[config.mk]
export PLATFORM = sky130hd
export DESIGN_NAME = rast_mul
export DESIGN_NICKNAME = d
export VERILOG_FILES = /design/src/rtl/rast_pkg.sv /design/src/rtl/rast_mul.sv
export SDC_FILE = /design/constraint.sdc
export NUM_CORES = 1
export LEC_CHECK = 0
export BUFFER_PORTS_ARGS = -buffer_cell sky130_fd_sc_hd__buf_4
export CAP_MARGIN = 5
export CORE_MARGIN = 3
export CORE_UTILIZATION = 58
export DETAILED_ROUTE_END_ITERATION = 6
export PLACE_DENSITY = 0.77
export SYNTH_ARGS = -nofsm -noshare
export SYNTH_HDL_FRONTEND = slang
export SYNTH_SLANG_ARGS = --single-unit
export TNS_END_PERCENT = 50
[constraint.sdc]
create_clock -name clock -period 12.2 [get_ports clock]
set_clock_uncertainty 0.05 [all_clocks]
set_input_delay 2.44 -clock clock [delete_from_list [all_inputs] [get_ports clock]]
set_output_delay 2.44 -clock clock [all_outputs]
set_load 0.01 [all_outputs]
[src/rtl/rast_pkg.sv]
package rast_pkg;

   localparam int NUM_ELEMENTS_DEFAULT = 1024;

   localparam int INDEX_WIDTH  = 11;
   localparam int AMOUNT_WIDTH = 32;
   localparam int TOTAL_WIDTH  = 64;
   localparam int HALF_WIDTH   = TOTAL_WIDTH / 2;

   // shared multiplier: signed amount (or zero-extended half word) times an index
   localparam int MUL_A_WIDTH = AMOUNT_WIDTH + 1;
   localparam int MUL_B_WIDTH = INDEX_WIDTH + 1;

   localparam logic [1:0] FUNC_ADD  = 2'd0;
   localparam logic [1:0] FUNC_SUM  = 2'd1;
   localparam logic [1:0] FUNC_READ = 2'd2;

   typedef struct packed {
      logic [1:0]                     func;
      logic [INDEX_WIDTH-1:0]         first_index;
      logic [INDEX_WIDTH-1:0]         second_index;
      logic signed [AMOUNT_WIDTH-1:0] amount;
   } req_type;

   typedef struct packed {
      logic signed [TOTAL_WIDTH-1:0] total;
      logic                          range_ok;
   } rsp_type;

endpackage

[src/rtl/rast_mul.sv]
module rast_mul (
   input  logic                                    clock,
   input  logic signed [rast_pkg::MUL_A_WIDTH-1:0] mul_a,
   input  logic [rast_pkg::MUL_B_WIDTH-1:0]        mul_b,
   output logic [rast_pkg::TOTAL_WIDTH-1:0]        product
);
   import rast_pkg::*;

   localparam int PROD_WIDTH = MUL_A_WIDTH + MUL_B_WIDTH + 1;

   logic signed [PROD_WIDTH-1:0] full_product;
   logic [TOTAL_WIDTH-1:0]       product_ff;

   assign full_product = PROD_WIDTH'(mul_a) * PROD_WIDTH'($signed({1'b0, mul_b}));

   always_ff @(posedge clock) begin
      product_ff <= {{(TOTAL_WIDTH - PROD_WIDTH){full_product[PROD_WIDTH-1]}}, full_product};
   end

   assign product = product_ff;

endmodule

==> reports/metrics.cfg, run 1 <==
[status]
status = finished clean

[clocking]
tritoncts = built
clockBufferDepth = 2
numCtsBuffers = 5
clkTransAtPathRegs_ps = 70
root_buffer = clkbuf_16
cts_setup_buffers = 0
holdBufCountCts = 0
ctsResizeCount = 0
clock-sinks = 46
htreeDepth = 2

[synth]
syn_area_per_cell_um2 = 8.87
yosys.area.top_type_share_pct = 47.3
synth_warnings = 0
netlist_area_um2 = 14700
async_flop_share_pct = 0
yosysSeqAreaShare_pct = 6.25
synth_top_flop_cell = dfxtp_1
post-synth-top-area-cell = fa_1
syn-num-nets = 2157
ys_ff_latch = 46
synth_edf_count = 0
synth.distinct_cells = 54
synth_cells = 1662
synthTopCellsByCount = 411 x inv_1, 348 x fa_1, 256 x nand2_1
post-synth-top-count-cell = inv_1
synth.area.top_cells = fa_1 47%, inv_1 10%, ha_1 8.6%

[worst_setup_path]
crit_type = in -> reg
slowest_stage = or4b_1
start_kind = primary input
cp_num_buf_inv = 5
cp_cell_sequence = buf_4 > and2_1 > fa_1 > inv_1 > fa_1 > inv_1 > fa_1 > inv_1 > fa_1 > fa_1 > inv_1 > ha_1 > a21o_1 > a21oi_1 > a31o_2 > a211oi_2 > o2111a_2 > o21ai_2 > a21oi_2 > or4b_1 > o311ai_2
cpPeakStageDelay_ps = 570
crit_fanout = 33
crit_required_ps = 12370
path_delay_family = adder cells
path_common_cell = fa_1
arrival_ps = 8160
crit_path_end_kind = flip-flop

[worst_hold_path]
hold_path.class = in -> reg

[floorplan]
die_x_um = 165
start_util_pct = 59.8
fp.coreArea_um2 = 24700
num_rows = 57
fp.dieH_um = 165
io_pins = 110
fp.dieArea_um2 = 27400

[final_layout]
largest_reg_flops = 46
fin_nets = 2180
antennaDiodeCount = 0
final_util_pct = 63.7
n_fill_cell = 2087
drive_gt1_share_pct = 7.95
area_growth_pct = 6.58

[routing]
vias_per_cell = 5.46
drt_pass1_iterations = 5
first_iter_violations = 617
remaining_drc_errors = 0
ant_nets = 0
vias = 11000
dr_wl_met2_mm = 16.8
wl_met3_mm = 2.75
wl_met1_mm = 13.4
drt_wl_total_mm = 34.4
wl_per_cell_um = 17.1
top_layer_used = met5

[placed_design]
port-buffer-count = 109
gp_congestion = 0.895
place_hpwl_mm = 26.9

[timing]
fin_crit_ps = 7990
fmax_ghz = 0.125
finalMaxSlewViolations = 0
finalHoldViolations = 0
period_share_pct = 65.5
tightest_slew_ps = 790
setup_viol = 0
max-slew-margin-rel_pct = 46.8
rsz0062_at_grt = false
fin_setup_tns_ps = 0

[global_routing]
grt_overflow_total = 0
first_global_vias = 11900
antenna_found_initial = 1
grt_pass1_wl_mm = 58.8
grtUsageTotal_pct = 27.6
grt_max_degree = 34

[flow_run]
drv_cap = 0

-- logic make-up after synthesis --
family | count (synthesis) | share of synthesized area, %
buffers and inverters | 504 | 13.3
flip-flops | 46 | 6.25
XOR/XNOR | 42 | 2.49
AO/OA/AOI/OAI | 123 | 5.80
adder cells (fa/ha/maj) | 449 | 55.8
AND/OR/NAND/NOR | 498 | 16.3
-- final cells by class --
cell class                      count  area [µm²]  share of cell area, %
Inverter                          411        1540                   9.82
Sequential cell                    46         921                   5.86
Timing Repair Buffer              109         818                   5.21
Tap cell                          324         405                   2.58
Clock buffer                        5         125                  0.796
Multi-Input combinational cell   1112       11900                   75.5
Clock inverter                      3        45.0                  0.287
-- placed cells by master (no fill, tap or decap), types with 4 or more instances in the layout --
master     count
nand4_1        4
o21ai_2        4
buf_4        109
a31oi_1        5
clkbuf_16      5
nand3_1       10
and2_1       173
o21bai_1       6
nor3_1        10
nor2_1        24
xor2_1         9
o21ai_0       14
nor2b_1        4
fa_1         348
nand2b_1       5
xnor2_1       33
dfxtp_1       46
a21oi_1       37
o21a_1         5
a21o_1        23
inv_1        411
ha_1         101
nand2_1      256
-- final timing paths --
check	from	to	slack (ps)	depth (start not counted)
worst max-delay path	mul_b[1]	product[44]	4210	21
worst min-delay path	mul_a[0]	product[0]	2420	2
-- stage by stage --
stage | instances | hold WS [ps] | setup slack (ps) | area [µm²]
after CTS | 2010 | 2420 | 4260 | 15700
after detailed placement | 2002 | 2740 | 3940 | 15500
after global routing | 2010 | 2450 | 4030 | 15700
final | 2010 | 2420 | 4210 | 15700
after global placement | 2002 | 2740 | 4010 | 15500
after floorplan | 1662 | 2510 | 4570 | 14700
-- metal layers --
metal / up-vias / GRT usage (%)
met4: 2 / 10.8
met2: 456 / 46.4
met5: - / 0
met3: 83 / 4.69
li1: 4849 / -
met1: 5576 / 35.8
Power of run 1 is not shown: default switching activity piles up to over one toggle a cycle in this logic, so the estimate is an artifact.
==> inputs of run 2 (changes only) <==
==> constraint.sdc (replaced) <==
create_clock -name clock -period 7.4 [get_ports clock]
set_clock_uncertainty 0.05 [all_clocks]
set_input_delay 1.48 -clock clock [delete_from_list [all_inputs] [get_ports clock]]
set_output_delay 1.48 -clock clock [all_outputs]
set_load 0.01 [all_outputs]
==> reports/metrics.cfg, run 2 (synthesized netlist as in run 1, its figures left out) <==
[status]
status = finished clean  ; unchanged

[final_layout]
drive_gt1_share_pct = 8.65  ; was 7.95%
fin_nets = 2193  ; was 2,180
area_growth_pct = 7.24  ; was 6.58%
largest_reg_flops = 46  ; unchanged
n_fill_cell = 2082  ; was 2,087
final_cell_mix = 411 x inv_1, 348 x fa_1, 256 x nand2_1, 173 x and2_1, 122 x buf_4  ; was 411 x inv_1, 348 x fa_1, 256 x nand2_1, 173 x and2_1, 109 x buf_4
final_common_cell = inv_1  ; unchanged
antennaDiodeCount = 0  ; unchanged

[flow_run]
drv_cap = 0  ; unchanged

[worst_setup_path]
crit_required_ps = 7570  ; was 12,370 ps
cp_num_buf_inv = 5  ; unchanged
crit_fanout = 28  ; was 33
cp.depth = 21  ; unchanged
path_delay_family = adder cells  ; unchanged
crit_type = in -> reg  ; unchanged
crit_start = mul_b[1]  ; unchanged
path_common_cell = fa_1  ; unchanged
crit_path_end_kind = flip-flop  ; unchanged
cpPeakStageDelay_ps = 550  ; was 570 ps
start_kind = primary input  ; unchanged
slowest_stage = fa_1  ; was or4b_1
arrival_ps = 7150  ; was 8160 ps
crit_path_end = product[44]  ; unchanged
cp_cell_sequence = buf_4 > and2_1 > fa_1 > inv_1 > fa_1 > inv_1 > fa_1 > fa_1 > inv_1 > fa_1 > inv_1 > ha_1 > o21ai_2 > a211o_1 > a31o_2 > a211oi_2 > o2111a_2 > o21ai_2 > a21oi_2 > nor2_1 > o311ai_2  ; was buf_4 > and2_1 > fa_1 > inv_1 > fa_1 > inv_1 > fa_1 > inv_1 > fa_1 > fa_1 > inv_1 > ha_1 > a21o_1 > a21oi_1 > a31o_2 > a211oi_2 > o2111a_2 > o21ai_2 > a21oi_2 > or4b_1 > o311ai_2

[timing]
fmax_ghz = 0.143
max-slew-margin-rel_pct = 59.1  ; was 46.8%
fin_crit_ps = 6980
finalMaxSlewViolations = 0  ; unchanged
period_share_pct = 94.3
rsz0062_at_grt = false  ; unchanged
finalHoldViolations = 0  ; unchanged
tightest_slew_ps = 608  ; was 790 ps
setup_viol = 0  ; unchanged
fin_setup_tns_ps = 0  ; unchanged

[clocking]
htreeDepth = 2  ; unchanged
numCtsBuffers = 5  ; unchanged
root_buffer = clkbuf_16  ; unchanged
holdBufCountCts = 0  ; unchanged
clkTransAtPathRegs_ps = 70  ; about the same
tritoncts = built  ; unchanged
cts_setup_buffers = 0  ; unchanged
clock-sinks = 46  ; unchanged
clockBufferDepth = 2  ; unchanged
ctsResizeCount = 0  ; unchanged

[routing]
vias_per_cell = 5.46  ; about the same
vias = 11000  ; about the same
remaining_drc_errors = 0  ; unchanged
ant_nets = 0  ; unchanged
drt_wl_total_mm = 36.0  ; was 34.4 mm
wl_per_cell_um = 17.8  ; was 17.1 µm
drt_pass1_iterations = 5  ; unchanged
first_iter_violations = 751  ; was 617

[floorplan]
die_x_um = 165  ; unchanged
num_rows = 57  ; unchanged
fp.dieArea_um2 = 27400  ; unchanged
io_pins = 110  ; unchanged
fp.dieH_um = 165  ; unchanged
start_util_pct = 59.8  ; unchanged
fp.coreArea_um2 = 24700  ; unchanged

[global_routing]
antenna_found_initial = 0  ; was 1
grt_pass1_wl_mm = 59.9  ; was 58.8 mm
grt_overflow_total = 0  ; unchanged
grt_max_degree = 34  ; unchanged
grtUsageTotal_pct = 28.3  ; was 27.6%
first_global_vias = 12100  ; was 11,900

[placed_design]
port-buffer-count = 109  ; unchanged
place_hpwl_mm = 28.4  ; was 26.9 mm
gp_congestion = 0.896  ; was 0.895

[worst_hold_path]
hold_path.class = in -> reg  ; unchanged

==> run 2: cell types whose count changed in the layout (fill, tap and decap cells not counted) <==
cell / delta
buf_4: +13
==> run 2: cell type report <==
class                      instances  area [µm²]  area share (%)
clock buffer                       5         125           0.791
clock inverter                     3        45.0           0.285
tap                              324         405            2.56
multi-input combinational       1112       11900            75.0
inverter                         411        1540            9.76
sequential                        46         921            5.82
timing repair buffer             122         916            5.79
==> run 2: metrics by stage <==
step	worst slack, ps	utilization (%)	instance area (µm²)	hold WS [ps]	std cells
after floorplan	730	-	14700	1550	1662
after global placement	237	63.4	15600	1780	2015
after detailed placement	196	63.4	15600	1790	2015
after CTS	468	64.1	15800	1470	2023
after global routing	200	64.1	15800	1510	2023
final	421	64.1	15800	1470	2023
==> run 2: worst min path at each step <==
stage	cells past startpoint	from	endpoint
2_1_floorplan	1	mul_b[0]	product[0]
3_3_place_gp	2	mul_a[0]	product[0]
3_5_place_dp	2	mul_a[0]	product[0]
4_1_cts	2	mul_a[0]	product[0]
5_1_grt	2	mul_a[0]	product[0]
6_report	2	mul_a[0]	product[0]
==> run 2: layer usage <==
layer  track usage [%]  up-vias  part of all wire (%)
li1                  -     4885                     -
met1              36.7     5607                    40
met2              48.9      463                    50
met3              4.44       94                   7.1
met4              9.57        0                   3.3
met5                 0        -                     0
Power of run 2 is left out for the same reason.
==> inputs of run 3 (changes only) <==
--- a/config.mk
+++ b/config.mk
@@ -7,8 +7,9 @@
 export LEC_CHECK = 0
 export BUFFER_PORTS_ARGS = -buffer_cell sky130_fd_sc_hd__buf_4
 export CAP_MARGIN = 5
-export CORE_MARGIN = 3
+export CORE_MARGIN = 8
 export CORE_UTILIZATION = 58
+export CTS_BUF_LIST = sky130_fd_sc_hd__clkbuf_16
 export DETAILED_ROUTE_END_ITERATION = 6
 export PLACE_DENSITY = 0.77
 export SYNTH_ARGS = -nofsm -noshare
==> reports/metrics.cfg, run 3 (synthesized netlist as in run 1, its figures left out) <==
[final_layout]
final_common_cell = inv_1  ; unchanged
stdcell_count = 2031  ; was 2,023
final_cell_mix = 411 x inv_1, 348 x fa_1, 256 x nand2_1, 173 x and2_1, 123 x buf_4  ; was 411 x inv_1, 348 x fa_1, 256 x nand2_1, 173 x and2_1, 122 x buf_4
area_growth_pct = 7.36  ; was 7.24%
largest_reg_flops = 46  ; unchanged
n_fill_cell = 2164  ; was 2,082
drive_gt1_share_pct = 8.71  ; was 8.65%
fin_nets = 2194  ; was 2,193

[clocking]
clkTransAtPathRegs_ps = 70  ; about the same
clock-sinks = 46  ; unchanged
htreeDepth = 2  ; unchanged
ctsResizeCount = 0  ; unchanged
clockBufferDepth = 2  ; unchanged
cts_setup_buffers = 0  ; unchanged
holdBufCountCts = 0  ; unchanged
root_buffer = clkbuf_16  ; unchanged
numCtsBuffers = 5  ; unchanged
tritoncts = built  ; unchanged

[routing]
remaining_drc_errors = 0  ; unchanged
first_iter_violations = 712  ; was 751
vias = 11000  ; about the same
drt_pass1_iterations = 5  ; unchanged
wl_per_cell_um = 17.9  ; was 17.8 µm
vias_per_cell = 5.43  ; was 5.46
drt_wl_total_mm = 36.3  ; was 36.0 mm
ant_nets = 0  ; unchanged

[placed_design]
port-buffer-count = 109  ; unchanged
dp.cells = 2022  ; was 2,015
dp_slack_ps = 142  ; was 196 ps
place_hpwl_mm = 28.9  ; was 28.4 mm
gp_congestion = 0.874  ; was 0.896

[global_routing]
grt_pass1_wl_mm = 61.2  ; was 59.9 mm
grtUsageTotal_pct = 25.0  ; was 28.3%
grt_overflow_total = 0  ; unchanged
antenna_found_initial = 2  ; was 0
grt_max_degree = 34  ; unchanged
first_global_vias = 12100  ; about the same

[worst_setup_path]
path_common_cell = fa_1  ; unchanged
crit_path_end_kind = flip-flop  ; unchanged
crit_type = in -> reg  ; unchanged
path_delay_family = adder cells  ; unchanged
crit_fanout = 33  ; was 28
cpPeakStageDelay_ps = 540  ; was 550 ps
start_kind = primary input  ; unchanged
cp_cell_sequence = buf_4 > and2_1 > fa_1 > inv_1 > fa_1 > inv_1 > fa_1 > fa_1 > inv_1 > fa_1 > inv_1 > ha_1 > o21ai_2 > a211o_1 > a31o_2 > a211oi_2 > o2111a_2 > o21ai_2 > a21oi_2 > nor2_1 > o311ai_2  ; unchanged
cp_num_buf_inv = 5  ; unchanged
crit_required_ps = 7570  ; about the same
arrival_ps = 7120  ; was 7150 ps
slowest_stage = fa_1  ; unchanged

[timing]
setup_ws_ps = 452  ; was 421 ps
hold_ws_ps = 1470  ; about the same
setup_viol = 0  ; unchanged
period_share_pct = 93.9  ; was 94.3%
fmax_ghz = 0.144  ; was 0.143 GHz
fin_setup_tns_ps = 0  ; unchanged
rsz0062_at_grt = false  ; unchanged
tightest_slew_ps = 649  ; was 608 ps
max-slew-margin-rel_pct = 56.3  ; was 59.1%
finalHoldViolations = 0  ; unchanged
finalMaxSlewViolations = 0  ; unchanged
fin_crit_ps = 6950  ; was 6980 ps

[status]
status = finished clean  ; unchanged

[floorplan]
io_pins = 110  ; unchanged
start_util_pct = 58.7  ; was 59.8%
fp.dieArea_um2 = 30800  ; was 27,400 µm²
die_x_um = 175  ; was 165 µm
num_rows = 58  ; was 57
fp.dieH_um = 175  ; was 165 µm
fp.coreArea_um2 = 25100  ; was 24,700 µm²

[flow_run]
drv_cap = 0  ; unchanged

[worst_hold_path]
hold_path.class = in -> reg  ; unchanged

-- run 3: area by class of cell --
| class | instances | area, µm² | share of cell area (%) |
|---|---|---|---|
| clock inverters | 3 | 45.0 | 0.285 |
| multi-input cells | 1112 | 11900 | 74.9 |
| repair buffers | 123 | 923 | 5.83 |
| well taps | 330 | 413 | 2.61 |
| inverters | 411 | 1540 | 9.75 |
| diodes | 1 | 2.50 | 0.0158 |
| clock buffers | 5 | 125 | 0.790 |
| flip-flops and latches | 46 | 921 | 5.82 |
-- run 3: worst paths after layout --
path / cells after the start / to / from / slack (ps)
worst max-delay path: 21 / product[44] / mul_b[1] / 450
worst min-delay path: 2 / product[0] / mul_a[0] / 1470
-- run 3: metrics by stage --
stage | util, % | cell area [µm²]
after floorplan | - | 14700
after global placement | 62.4 | 15700
after detailed placement | 62.4 | 15700
after CTS | 63.0 | 15800
after global routing | 63.0 | 15800
final | 63.0 | 15800
-- run 3: per-layer routing --
layer  global-route usage (%)  up-vias  share of wire (%)
li1                         -     4879                  -
met1                     30.6     5648                 39
met2                     43.0      425                 50
met3                     4.68       86                7.1
met4                     9.96        0                3.8
met5                        0        -                  0
Power of run 3 is left out for the same reason.
